**src/rtl/sfcv_pkg.sv**
```systemverilog
package sfcv_pkg;

	// payload types
	typedef logic [7:0] byte_t;
	typedef logic [2:0] status_t;
	typedef logic [8:0] count_t;
	typedef logic [15:0] crc_t;

	// configuration port geometry
	localparam int unsigned APB_ADDR_W = 5;
	localparam int unsigned APB_DATA_W = 32;
	localparam int unsigned REG_IDX_W = 3;

	// register indexes
	localparam logic [REG_IDX_W-1:0] REG_START_FIRST = 3'd0;
	localparam logic [REG_IDX_W-1:0] REG_START_SECOND = 3'd1;
	localparam logic [REG_IDX_W-1:0] REG_VERSION = 3'd2;
	localparam logic [REG_IDX_W-1:0] REG_CMD_MODE = 3'd3;
	localparam logic [REG_IDX_W-1:0] REG_CMD_TYPE = 3'd4;
	localparam logic [REG_IDX_W-1:0] REG_CMD_SIZE = 3'd5;

	// register reset values
	localparam byte_t RST_START_FIRST = 8'hAA;
	localparam byte_t RST_START_SECOND = 8'h55;
	localparam byte_t RST_VERSION = 8'h01;
	localparam logic RST_CMD_MODE = 1'b0;
	localparam byte_t RST_CMD_TYPE = 8'h01;
	localparam byte_t RST_CMD_SIZE = 8'd16;

	// status codes
	localparam status_t ST_VALID = 3'd0;
	localparam status_t ST_LENGTH = 3'd1;
	localparam status_t ST_START = 3'd2;
	localparam status_t ST_VERSION = 3'd3;
	localparam status_t ST_CRC = 3'd4;
	localparam status_t ST_MSG_TYPE = 3'd5;
	localparam status_t ST_PAYLOAD = 3'd6;

	// frame layout
	localparam count_t POS_START0 = 9'd0;
	localparam count_t POS_START1 = 9'd1;
	localparam count_t POS_VERSION = 9'd2;
	localparam count_t POS_MSG_TYPE = 9'd3;
	localparam count_t POS_LENGTH = 9'd4;
	localparam count_t PAYLOAD_START = 9'd5;
	localparam count_t FRAME_OVERHEAD = 9'd7;
	localparam count_t MIN_FRAME_BYTES = 9'd7;
	localparam count_t COUNT_MAX = 9'd511;

	// crc-16/ccitt-false
	localparam crc_t CRC_POLY = 16'h1021;
	localparam crc_t CRC_INIT = 16'hFFFF;

	// configuration register set
	typedef struct packed {
		byte_t start_first;
		byte_t start_second;
		byte_t version;
		logic  cmd_mode;
		byte_t cmd_type;
		byte_t cmd_size;
	} cfg_t;

	// one byte through the msb-first crc, one bit per step
	function automatic crc_t crc_add_byte(input crc_t crc, input byte_t b);
		crc_t c;
		c = crc ^ {b, 8'h00};
		for (int k = 0; k < 8; k++) begin
			if (c[15]) begin
				c = {c[14:0], 1'b0} ^ CRC_POLY;
			end else begin
				c = {c[14:0], 1'b0};
			end
		end
		return c;
	endfunction

endpackage

```
**src/rtl/sfcv_if.sv**
```systemverilog
// frame byte channel
interface sfcv_in_if;
	logic               valid;
	logic               ready;
	sfcv_pkg::byte_t    frame_byte;
	logic               last_byte;

	modport source (output valid, output frame_byte, output last_byte, input ready);
	modport sink (input valid, input frame_byte, input last_byte, output ready);
endinterface

// status channel
interface sfcv_out_if;
	logic               valid;
	logic               ready;
	sfcv_pkg::status_t  status;

	modport source (output valid, output status, input ready);
	modport sink (input valid, input status, output ready);
endinterface

```
**src/rtl/serial_frame_crc_validator_top.sv**
```systemverilog
// a last byte passes the input register and then the result register before its status is shown
// throughput: one byte per cycle unless a waiting status stalls a last byte; the crc byte update is combinational
// a waiting status stalls only a later last byte in the input register, and ready drops while it is held
// reset: arst_n asynchronous active low; clears frame state, channel valids
// and restores the configuration registers to their defaults
module serial_frame_crc_validator_top (
	input  logic                                 clk,
	input  logic                                 arst_n,
	sfcv_in_if.sink                              in_ch,
	sfcv_out_if.source                           out_ch,
	input  logic                                 psel,
	input  logic                                 penable,
	input  logic                                 pwrite,
	input  logic [sfcv_pkg::APB_ADDR_W-1:0]      paddr,
	input  logic [sfcv_pkg::APB_DATA_W-1:0]      pwdata,
	output logic [sfcv_pkg::APB_DATA_W-1:0]      prdata,
	output logic                                 pready
);
	import sfcv_pkg::*;

	cfg_t    cfg;
	logic    valid_s1;
	byte_t   byte_s1;
	logic    last_s1;
	logic    advance_s1;
	status_t status_n;
	status_t status_q;
	logic    out_valid_q;

	// configuration registers
	assign pready = 1'b1;

	sfcv_regs u_regs (
		.clk     (clk),
		.arst_n  (arst_n),
		.wr_en   (psel && penable && pwrite),
		.wr_idx  (paddr[APB_ADDR_W-1:2]),
		.wr_data (pwdata),
		.rd_data (prdata),
		.cfg     (cfg)
	);

	// input stage moves on unless a status is blocked by a full output
	assign advance_s1 = valid_s1 && (!last_s1 || !out_valid_q || out_ch.ready);
	assign in_ch.ready = !valid_s1 || advance_s1;

	always_ff @(posedge clk or negedge arst_n) begin
		if (!arst_n) begin
			valid_s1 <= 1'b0;
		end else if (in_ch.ready) begin
			valid_s1 <= in_ch.valid;
		end
	end

	always_ff @(posedge clk) begin
		if (in_ch.valid && in_ch.ready) begin
			byte_s1 <= in_ch.frame_byte;
			last_s1 <= in_ch.last_byte;
		end
	end

	// frame tracking and checks
	sfcv_frame u_frame (
		.clk        (clk),
		.arst_n     (arst_n),
		.cfg        (cfg),
		.en         (advance_s1),
		.frame_byte (byte_s1),
		.last_byte  (last_s1),
		.status     (status_n)
	);

	// result register
	always_ff @(posedge clk or negedge arst_n) begin
		if (!arst_n) begin
			out_valid_q <= 1'b0;
		end else if (advance_s1 && last_s1) begin
			out_valid_q <= 1'b1;
		end else if (out_ch.ready) begin
			out_valid_q <= 1'b0;
		end
	end

	always_ff @(posedge clk) begin
		if (advance_s1 && last_s1) begin
			status_q <= status_n;
		end
	end

	assign out_ch.valid = out_valid_q;
	assign out_ch.status = status_q;

endmodule

```
**src/rtl/sfcv_regs.sv**
```systemverilog
module sfcv_regs (
	input  logic                                 clk,
	input  logic                                 arst_n,
	input  logic                                 wr_en,
	input  logic [sfcv_pkg::REG_IDX_W-1:0]       wr_idx,
	input  logic [sfcv_pkg::APB_DATA_W-1:0]      wr_data,
	output logic [sfcv_pkg::APB_DATA_W-1:0]      rd_data,
	output sfcv_pkg::cfg_t                       cfg
);
	import sfcv_pkg::*;

	cfg_t cfg_q;

	// register writes
	always_ff @(posedge clk or negedge arst_n) begin
		if (!arst_n) begin
			cfg_q.start_first <= RST_START_FIRST;
			cfg_q.start_second <= RST_START_SECOND;
			cfg_q.version <= RST_VERSION;
			cfg_q.cmd_mode <= RST_CMD_MODE;
			cfg_q.cmd_type <= RST_CMD_TYPE;
			cfg_q.cmd_size <= RST_CMD_SIZE;
		end else if (wr_en) begin
			case (wr_idx)
				REG_START_FIRST: cfg_q.start_first <= wr_data[7:0];
				REG_START_SECOND: cfg_q.start_second <= wr_data[7:0];
				REG_VERSION: cfg_q.version <= wr_data[7:0];
				REG_CMD_MODE: cfg_q.cmd_mode <= wr_data[0];
				REG_CMD_TYPE: cfg_q.cmd_type <= wr_data[7:0];
				REG_CMD_SIZE: cfg_q.cmd_size <= wr_data[7:0];
				default: ;
			endcase
		end
	end

	// read mux
	always_comb begin
		case (wr_idx)
			REG_START_FIRST: rd_data = {24'd0, cfg_q.start_first};
			REG_START_SECOND: rd_data = {24'd0, cfg_q.start_second};
			REG_VERSION: rd_data = {24'd0, cfg_q.version};
			REG_CMD_MODE: rd_data = {31'd0, cfg_q.cmd_mode};
			REG_CMD_TYPE: rd_data = {24'd0, cfg_q.cmd_type};
			REG_CMD_SIZE: rd_data = {24'd0, cfg_q.cmd_size};
			default: rd_data = '0;
		endcase
	end

	assign cfg = cfg_q;

endmodule

```
**src/rtl/sfcv_frame.sv**
```systemverilog
module sfcv_frame (
	input  logic               clk,
	input  logic               arst_n,
	input  sfcv_pkg::cfg_t     cfg,
	input  logic               en,
	input  sfcv_pkg::byte_t    frame_byte,
	input  logic               last_byte,
	output sfcv_pkg::status_t  status
);
	import sfcv_pkg::*;

	count_t byte_count_q;
	crc_t   running_crc_q;
	logic   start_mismatch_q;
	logic   version_mismatch_q;
	byte_t  declared_length_q;
	byte_t  message_kind_q;
	crc_t   received_crc_q;

	count_t cnt_n;
	crc_t   crc_n;
	logic   sm_n;
	logic   vm_n;
	byte_t  len_n;
	byte_t  kind_n;
	crc_t   rcrc_n;
	count_t crc_at;
	crc_t   crc_upd;

	assign crc_at = PAYLOAD_START + {1'b0, declared_length_q};
	assign crc_upd = crc_add_byte(running_crc_q, frame_byte);

	// field capture by position in the frame
	always_comb begin
		sm_n = start_mismatch_q;
		vm_n = version_mismatch_q;
		len_n = declared_length_q;
		kind_n = message_kind_q;
		rcrc_n = received_crc_q;
		crc_n = running_crc_q;
		if (byte_count_q == POS_START0) begin
			sm_n = (frame_byte != cfg.start_first);
		end else if (byte_count_q == POS_START1) begin
			if (frame_byte != cfg.start_second) begin
				sm_n = 1'b1;
			end
		end else if (byte_count_q == POS_VERSION) begin
			vm_n = (frame_byte != cfg.version);
			crc_n = crc_upd;
		end else if (byte_count_q == POS_MSG_TYPE) begin
			kind_n = frame_byte;
			crc_n = crc_upd;
		end else if (byte_count_q == POS_LENGTH) begin
			len_n = frame_byte;
			crc_n = crc_upd;
		end else if (byte_count_q < crc_at) begin
			crc_n = crc_upd;
		end else if (byte_count_q == crc_at) begin
			rcrc_n[7:0] = frame_byte;
		end else if (byte_count_q == crc_at + 9'd1) begin
			rcrc_n[15:8] = frame_byte;
		end
		cnt_n = (byte_count_q == COUNT_MAX) ? byte_count_q : byte_count_q + 9'd1;
	end

	// checks in priority order
	always_comb begin
		if (cnt_n < MIN_FRAME_BYTES) begin
			status = ST_LENGTH;
		end else if (sm_n) begin
			status = ST_START;
		end else if (vm_n) begin
			status = ST_VERSION;
		end else if (cnt_n != {1'b0, len_n} + FRAME_OVERHEAD) begin
			status = ST_LENGTH;
		end else if (rcrc_n != crc_n) begin
			status = ST_CRC;
		end else if (cfg.cmd_mode && (kind_n != cfg.cmd_type)) begin
			status = ST_MSG_TYPE;
		end else if (cfg.cmd_mode && (len_n != cfg.cmd_size)) begin
			status = ST_PAYLOAD;
		end else begin
			status = ST_VALID;
		end
	end

	// frame state, cleared after the last byte
	always_ff @(posedge clk or negedge arst_n) begin
		if (!arst_n) begin
			byte_count_q <= '0;
			running_crc_q <= CRC_INIT;
			start_mismatch_q <= 1'b0;
			version_mismatch_q <= 1'b0;
			declared_length_q <= '0;
			message_kind_q <= '0;
			received_crc_q <= '0;
		end else if (en) begin
			if (last_byte) begin
				byte_count_q <= '0;
				running_crc_q <= CRC_INIT;
				start_mismatch_q <= 1'b0;
				version_mismatch_q <= 1'b0;
				declared_length_q <= '0;
				message_kind_q <= '0;
				received_crc_q <= '0;
			end else begin
				byte_count_q <= cnt_n;
				running_crc_q <= crc_n;
				start_mismatch_q <= sm_n;
				version_mismatch_q <= vm_n;
				declared_length_q <= len_n;
				message_kind_q <= kind_n;
				received_crc_q <= rcrc_n;
			end
		end
	end

endmodule

```
**src/flat_wrapper.sv**
```systemverilog
// flat-port wrapper written by rule: the top's interface ports become plain ports
module serial_frame_crc_validator_top_flat import sfcv_pkg::*;
  (clk, arst_n, psel, penable, pwrite, paddr, pwdata, prdata, pready, in_ch_valid, in_ch_frame_byte, in_ch_last_byte, in_ch_ready, out_ch_valid, out_ch_status, out_ch_ready);
  sfcv_in_if in_ch_i ();
  sfcv_out_if out_ch_i ();
  input  logic clk;
  input  logic arst_n;
  input  logic psel;
  input  logic penable;
  input  logic pwrite;
  input  logic [sfcv_pkg::APB_ADDR_W-1:0] paddr;
  input  logic [sfcv_pkg::APB_DATA_W-1:0] pwdata;
  output logic [sfcv_pkg::APB_DATA_W-1:0] prdata;
  output logic pready;
  input wire logic [$bits(in_ch_i.valid)-1:0] in_ch_valid;
  input wire logic [$bits(in_ch_i.frame_byte)-1:0] in_ch_frame_byte;
  input wire logic [$bits(in_ch_i.last_byte)-1:0] in_ch_last_byte;
  output wire logic [$bits(in_ch_i.ready)-1:0] in_ch_ready;
  output wire logic [$bits(out_ch_i.valid)-1:0] out_ch_valid;
  output wire logic [$bits(out_ch_i.status)-1:0] out_ch_status;
  input wire logic [$bits(out_ch_i.ready)-1:0] out_ch_ready;
  assign in_ch_i.valid = in_ch_valid;
  assign in_ch_i.frame_byte = in_ch_frame_byte;
  assign in_ch_i.last_byte = in_ch_last_byte;
  assign in_ch_ready = in_ch_i.ready;
  assign out_ch_valid = out_ch_i.valid;
  assign out_ch_status = out_ch_i.status;
  assign out_ch_i.ready = out_ch_ready;
  serial_frame_crc_validator_top u_core (.clk(clk), .arst_n(arst_n), .in_ch(in_ch_i), .out_ch(out_ch_i), .psel(psel), .penable(penable), .pwrite(pwrite), .paddr(paddr), .pwdata(pwdata), .prdata(prdata), .pready(pready));
endmodule
```
**config.mk**
```make
export PLATFORM = sky130hd
export DESIGN_NAME = serial_frame_crc_validator_top_flat
export DESIGN_NICKNAME = d
export VERILOG_FILES = /design/src/rtl/sfcv_pkg.sv /design/src/rtl/sfcv_if.sv /design/src/rtl/serial_frame_crc_validator_top.sv /design/src/rtl/sfcv_regs.sv /design/src/rtl/sfcv_frame.sv /design/src/flat_wrapper.sv
export SDC_FILE = /design/constraint.sdc
export NUM_CORES = 1
export LEC_CHECK = 0
export ABC_AREA = 0
export BUFFER_PORTS_ARGS = -buffer_cell sky130_fd_sc_hd__buf_2
export CAP_MARGIN = 15
export CORE_MARGIN = 2
export CORE_UTILIZATION = 50
export DETAILED_ROUTE_END_ITERATION = 7
export PLACE_DENSITY = 0.7
export REMOVE_ABC_BUFFERS = 1
export SYNTH_ARGS = -nofsm -noshare
export SYNTH_HDL_FRONTEND = slang
export SYNTH_HIERARCHICAL = 1
export SYNTH_SLANG_ARGS = --single-unit
export TNS_END_PERCENT = 20
```
**constraint.sdc**
```tcl
create_clock -name clk -period 4.7 [get_ports clk]
set_input_delay 0.47 -clock clk [delete_from_list [all_inputs] [get_ports clk]]
set_output_delay 0.47 -clock clk [all_outputs]
set_load 0.1 [all_outputs]
```
; Word-level counts from Yosys, hierarchy flattened
; Cells that the tools add are included.
[classes]
n_addsub = 4
magnitude_cmp = 2
eq_ne = 19
mux = 55
bitwise_logic = 9
n_reduce_logical = 23
[op_table]
columns = cell, n
row1 = $mux 16, 14
row2 = $mux 8, 14
row3 = $mux 13, 8
row4 = $pmux 8 s6, 1
row5 = $ne 8x8->1, 5
row6 = $not 3->3, 8
row7 = $add 9x1->9 const B, 2
row8 = $eq 9x2->1 const B, 2
row9 = $eq 9x9->1, 2
row10 = $mux 9, 2
row11 = $ne 16x16->1, 1
row12 = $xor 16x16->16, 1
row13 = $reduce_and 2->1, 6
row14 = $mux 1, 10
row15 = $add 3x8->9 const A, 1
row16 = $add 8x3->9 const B, 1
row17 = $eq 9x1->1 const B, 1
row18 = $eq 9x3->1 const B, 1
row19 = $eq 9x9->1 const B, 1
row20 = $logic_not 9->1, 1
row21 = $lt 9x3->1 const B, 1
row22 = $lt 9x9->1, 1
row23 = $mux 3, 3
row24 = $ne 9x9->1, 1
row25 = 10 further kinds, 24
[totals]
reg_bits = 114
in_bits = 53
output_inout_bits = 38
wordCells = 131

; Depth between registers and ports, before layout
[logic_depth]
depth_word = 28
depth_mapped = 17
ltp_nobuf = 15

; Modules after synthesis
; Netlist, hierarchy kept.
[modules_own_cells]
columns = module, n_inst, cells_each, area_each_um2, seq_area_each_um2
row1 = sfcv_frame, 1, 594, 5396.4, 1496.4
row2 = sfcv_regs, 1, 168, 2165.8, 1039.7
row3 = serial_frame_crc_validator_top, 1, 25, 484.2, 410.4

; Least setup slack after synthesis
; OpenSTA, ideal clock, no wires.
[synth_path]
path_type = reg-to-reg
startpoint = register u_core.u_frame.declared_length_q[2]
endpoint = register u_core.status_q[2], in the netlist u_core/out_ch.status[2], data pin
setup_time_ns = 0.261
t_arrival_ns = 4.118
required_ns = 4.439
slack_ns = 0.321
stages_incl_launch_ff = 18
n_path_buf = 2
period_less_slack_ns = 4.379
path_cell_list = dfrtp_1 > buf_6 > inv_1 > ha_1 > a21o_1 > xnor2_1 > ha_1 > nand3_1 > o21bai_1 > a31oi_1 > o21ai_0 > or4_1 > buf_2 > or4_1 > nand4b_1 > nand4_1 > or4_4 > o311a_1
[synth_between]
elab_chain_len = 13
word_cells_on_any_way = 34
cone_classes = add/sub (3) / order compare (1) / eq/ne (5) / mux (23) / reduce/logical (2)
[synth_lines]
columns = item, line_no
row1 = "start, declared", sfcv_frame.sv:16  ; byte_t declared_length_q;
row2 = "start signal, assigned", sfcv_frame.sv:111  ; declared_length_q <= len_n;
row3 = $add 3x8->9, sfcv_frame.sv:30  ; assign crc_at = PAYLOAD_START + {1'b0, declared_length_q};
row4 = $add 9x1->9, sfcv_frame.sv:60  ; end else if (byte_count_q == crc_at + 9'd1) begin
row5 = $eq 9x9->1, sfcv_frame.sv:60
row6 = $mux 8, sfcv_frame.sv:60
row7 = $mux 8, sfcv_frame.sv:58  ; end else if (byte_count_q == crc_at) begin
row8 = $mux 16, sfcv_frame.sv:56  ; end else if (byte_count_q < crc_at) begin
row9 = $mux 16, sfcv_frame.sv:53  ; end else if (byte_count_q == POS_LENGTH) begin
row10 = $mux 16, sfcv_frame.sv:50  ; end else if (byte_count_q == POS_MSG_TYPE) begin
row11 = $mux 16, sfcv_frame.sv:47  ; end else if (byte_count_q == POS_VERSION) begin
row12 = $mux 16, sfcv_frame.sv:43  ; end else if (byte_count_q == POS_START1) begin
row13 = $mux 16, sfcv_frame.sv:41  ; if (byte_count_q == POS_START0) begin
row14 = $ne 16x16->1, sfcv_frame.sv:76  ; end else if (rcrc_n != crc_n) begin
row15 = $mux 3, sfcv_frame.sv:76
row16 = "end signal, assigned", serial_frame_crc_validator_top.sv:86  ; status_q <= status_n;
row17 = "end, declared", serial_frame_crc_validator_top.sv:27  ; status_t status_q;
; Parallel ways exist; a longest one is shown, timed or not.
; A chain may end at the register's enable or synchronous reset.

; Final worst setup path
[layout_path]
startpoint = register u_core.u_frame.declared_length_q[1]
endpoint = register u_core.status_q[2], in the netlist u_core/out_ch.status[2], data pin
; Same word-level chain as after synthesis.

==> flow_metrics.tcl <==
set metrics [dict create \
    synth_top_area_share_pct 23.3 \
    register_area_um2 2950 \
    gr-usage-all-layers_pct 26.3 \
    synth.largest_area_cell "dfrtp_1" \
    fp-row-count 46 \
    detail_route.vias_per_cell 6.08 \
    startpoint_type "flip-flop" \
    filler_cell_count 1308 \
    syn_inst 787 \
    buffer_ports.inserted 39 \
    worst-endpoint-required_ps 4850 \
    start_util_pct 50.8 \
    postLayoutSetupSlackWorst_ps 176 \
    finalWeightedCongestion 0.873 \
    dp_slack_ps 3.15 \
    placed_area_um2 8480 \
    critPathSlowestCell "or4_4" \
    crit_buf_inv 1 \
    post_synth_main_area_contributors "dfrtp_1 23%, dfstp_2 8.8%, mux2i_1 7.0%, xnor2_1 6.7%, mux2_2 6.6%" \
    route.antenna.remaining_nets 0 \
    multi_input_comb_area_um2 4780 \
    unrepaired_setup_endpoints_after_global_routing "no" \
    dp_hpwl_um 15600 \
    worst_path_most_repeated_cell "ha_1" \
    count_of_flip_flops_with_a_built_in_enable_after_synthesis 12 \
    tritoncts "built" \
    worstSkewPairLatency_ps 420 \
    antenna_found_initial 0 \
    synth_area_per_cell_um2 10.2 \
    hold_violations 0 \
    finalClockSkew_ps 8.22 \
    report.final.slew_viol_count 0 \
    routed-via-count 6430 \
    antenna_cells_inserted 0 \
    worst_slew_margin_rel_pct 39.3 \
    core_area_um2 15800 \
    cts_num_sinks 114 \
    drt-pass1-iter-count 5 \
    h-tree-depth 4 \
    synth_async_sr_flop_share_pct 89.5 \
    grt_overflow 0 \
    maximum_buffer_depth_of_the_clock_tree 2 \
    worst_pin_slew_ps 910 \
    cts.clk_slew.worst_paths_ps 60 \
    critPathCaptureType "flip-flop" \
    layout-area-overhead-vs-synth_pct 13.2 \
    routedWlPerCell_um 20.6 \
    irDropWorstVdd_mv 0.282 \
    grt_pass1_vias 6136 \
    synthesis.yosys.warnings 6 \
    worstPathCellList "ha_1 -> a21o_1 -> xnor2_1 -> ha_1 -> nand3_1 -> o21bai_1 -> a31oi_1 -> buf_4 -> o31ai_4 -> mux2_2 -> or4_1 -> nand4b_1 -> nand4_1 -> or4_4 -> o311a_1" \
    static-leakage-power_nw 3.85 \
    chip_width_um 131 \
    ys_types 80 \
    layout.cells.non_filler 1057 \
    setup.worst_path.class "reg -> reg" \
    tritoncts_buffers 17 \
    route.detailed.drc 0 \
    power-per-cell-area_nw_per_um2 457 \
    ys_seq_area_share_pct 36.6 \
    timing.critical_path.slowest_cell_delay_ps 460 \
    grt_first_pass_wirelength_um 34200 \
    share_of_post_route_cells_with_drive_strength_above_1_pct 25.1 \
    crit_share_post_route_pct 96.3 \
    final.min_clock_period_ps 4520 \
    result_of_the_run "finished clean" \
    drt_wl_total_um 21700 \
    fp.dieArea_um2 17100 \
    ys_ff_latch 114 \
    worst-path-max-fanout 6 \
    ioPinCount 91 \
    synth.cell_area_um2 8050 \
    ys.flop_type "dfrtp_1" \
    largest_net_degree_at_the_start_of_global_routing 70 \
    total_instance_count_after_detailed_placement 1025 \
    cts_root_buf "clkbuf_16" \
    cp.arrival_ps 4680 \
    drt_iter0_markers 561 \
    max_freq_mhz 221 \
    final-setup-viol-count 0 \
    postCtsSetupBuffers 0 \
    timing.hold.worst.class "in -> async" \
    die_y_um 131 \
    max_cap_violations 0 \
    num-nets-final 898 \
    finish.instance_area_um2 9110 \
    ctsHoldBuffers 0 \
    worst_path_dominant_cell_family "simple AND/OR/NAND/NOR gates" \
]
-- what timing repair did --
action | CTS | global route
gates cloned | 0 | 0
resized for setup | 1 | 10
pin swaps | 0 | 2
setup endpoints to repair | 2 | 3
-- kinds of logic (layout without fill, tap and decap cells) --
family	after synthesis	count (layout)	synth area share (%)
buf+inv	86	117	5.71
mux	104	104	13.8
other cells	2	25	0.0933
flops	114	114	36.6
simple gates	201	201	14.8
compound gates	152	152	13.7
fa+ha+maj	17	17	2.64
xor+xnor	111	111	12.7
-- placed cells by master, fill, tap and decap left out, types with 12 or more instances in the layout --
| master | count |
|---|---|
| dfrtp_1 | 73 |
| xnor2_1 | 62 |
| mux2i_1 | 54 |
| mux2_2 | 47 |
| xor2_1 | 45 |
| buf_2 | 38 |
| nor2_1 | 37 |
| buf_4 | 35 |
| nand2_1 | 31 |
| a21oi_1 | 29 |
| dfstp_2 | 27 |
| conb_1 | 25 |
| a22o_1 | 24 |
| o21ai_0 | 23 |
| clkbuf_16 | 17 |
| nand4_1 | 16 |
| ha_1 | 16 |
| nand3_1 | 15 |
| nor2b_1 | 14 |
| nand2b_1 | 13 |
| edfxtp_1 | 12 |
-- state kept, by name, summed over array words and instances (netlist names) --
signal and flops:
u_core/u_regs/cfg 41, u_core/out_ch.status 3, u_core/u_frame/declared_length_q 8, u_core/out_ch.valid 1
u_core/u_frame/version_mismatch_q 1, u_core/last_s1 1, u_core/u_frame/start_mismatch_q 1, u_core/u_frame/byte_count_q 9
u_core/u_frame/message_kind_q 8, u_core/byte_s1 8, u_core/u_frame/running_crc_q 16, u_core/u_frame/received_crc_q 16
u_core/valid_s1 1
-- synth_stat cells (5+ instances only) --
cell	count
dfrtp_1	75
xnor2_1	62
mux2i_1	56
mux2_2	47
xor2_1	45
nor2_1	37
nand2_1	31
clkbuf_1	30
a21oi_1	29
buf_4	29
dfstp_2	27
a22o_1	24
o21ai_0	24
ha_1	17
nand4_1	16
nand3_1	15
nor2b_1	14
nand2b_1	13
edfxtp_1	12
nor4_1	12
inv_1	11
o22a_1	11
buf_2	10
nor3_1	10
a31oi_1	7
and2_1	7
and3_1	7
o21ai_1	6
a2bb2oi_1	5
a32o_1	5
o31ai_1	5
-- per-stage QoR --
stage | setup TNS, ps | utilization (%) | hold slack, ps | total power, mW
floorplan | -4200 | - | 174 | 2.45
global placement | 0 | 53.5 | 475 | 2.77
detailed placement | 0 | 53.5 | 487 | 2.82
CTS | 0 | 57.4 | 212 | 4.15
global route | 0 | 57.6 | 209 | 4.36
finish | 0 | 57.6 | 194 | 4.17
-- where the power goes --
group	internal (mW)	total (mW)	switching, mW
clock	0.796	1.31	0.514
sequential	1.20	1.38	0.175
combinational	0.597	1.48	0.882
-- layer usage --
layer  global-route usage, %  part of all wire (%)  vias up
met5                       0                     0        -
met4                    8.01                   2.3        0
met3                    4.72                   6.1       47
met2                    43.1                    48      298
met1                    35.8                    44     3169
li1                        -                     -     2916
-- layout make-up --
type,count,area share (%)
clock inverter,15,1.92
clock buffer,17,4.67
tap,216,2.97
sequential,114,32.4
inverter,11,0.453
multi-input combinational,610,52.4
timing repair buffer,74,5.19
-- final timing paths --
path | slack, ps | from | to | cells past startpoint
max | 180 | u_core/u_frame/declared_length_q[1] | u_core/out_ch.status[2] | 15
min | 190 | arst_n | u_core/u_frame/byte_count_q[1] | 1
max reg2reg | 180 | u_core/u_frame/declared_length_q[1] | u_core/out_ch.status[2] | 15
min reg2reg | 510 | u_core/u_frame/received_crc_q[10] | u_core/u_frame/received_crc_q[10] | 1
max in group asynchronous | 3480 | arst_n | u_core/u_regs/cfg[8] | 2
min in group clk | 230 | in_ch_frame_byte[7] | u_core/byte_s1[7] | 1
Note: power is estimated with default switching activity, not from simulation.
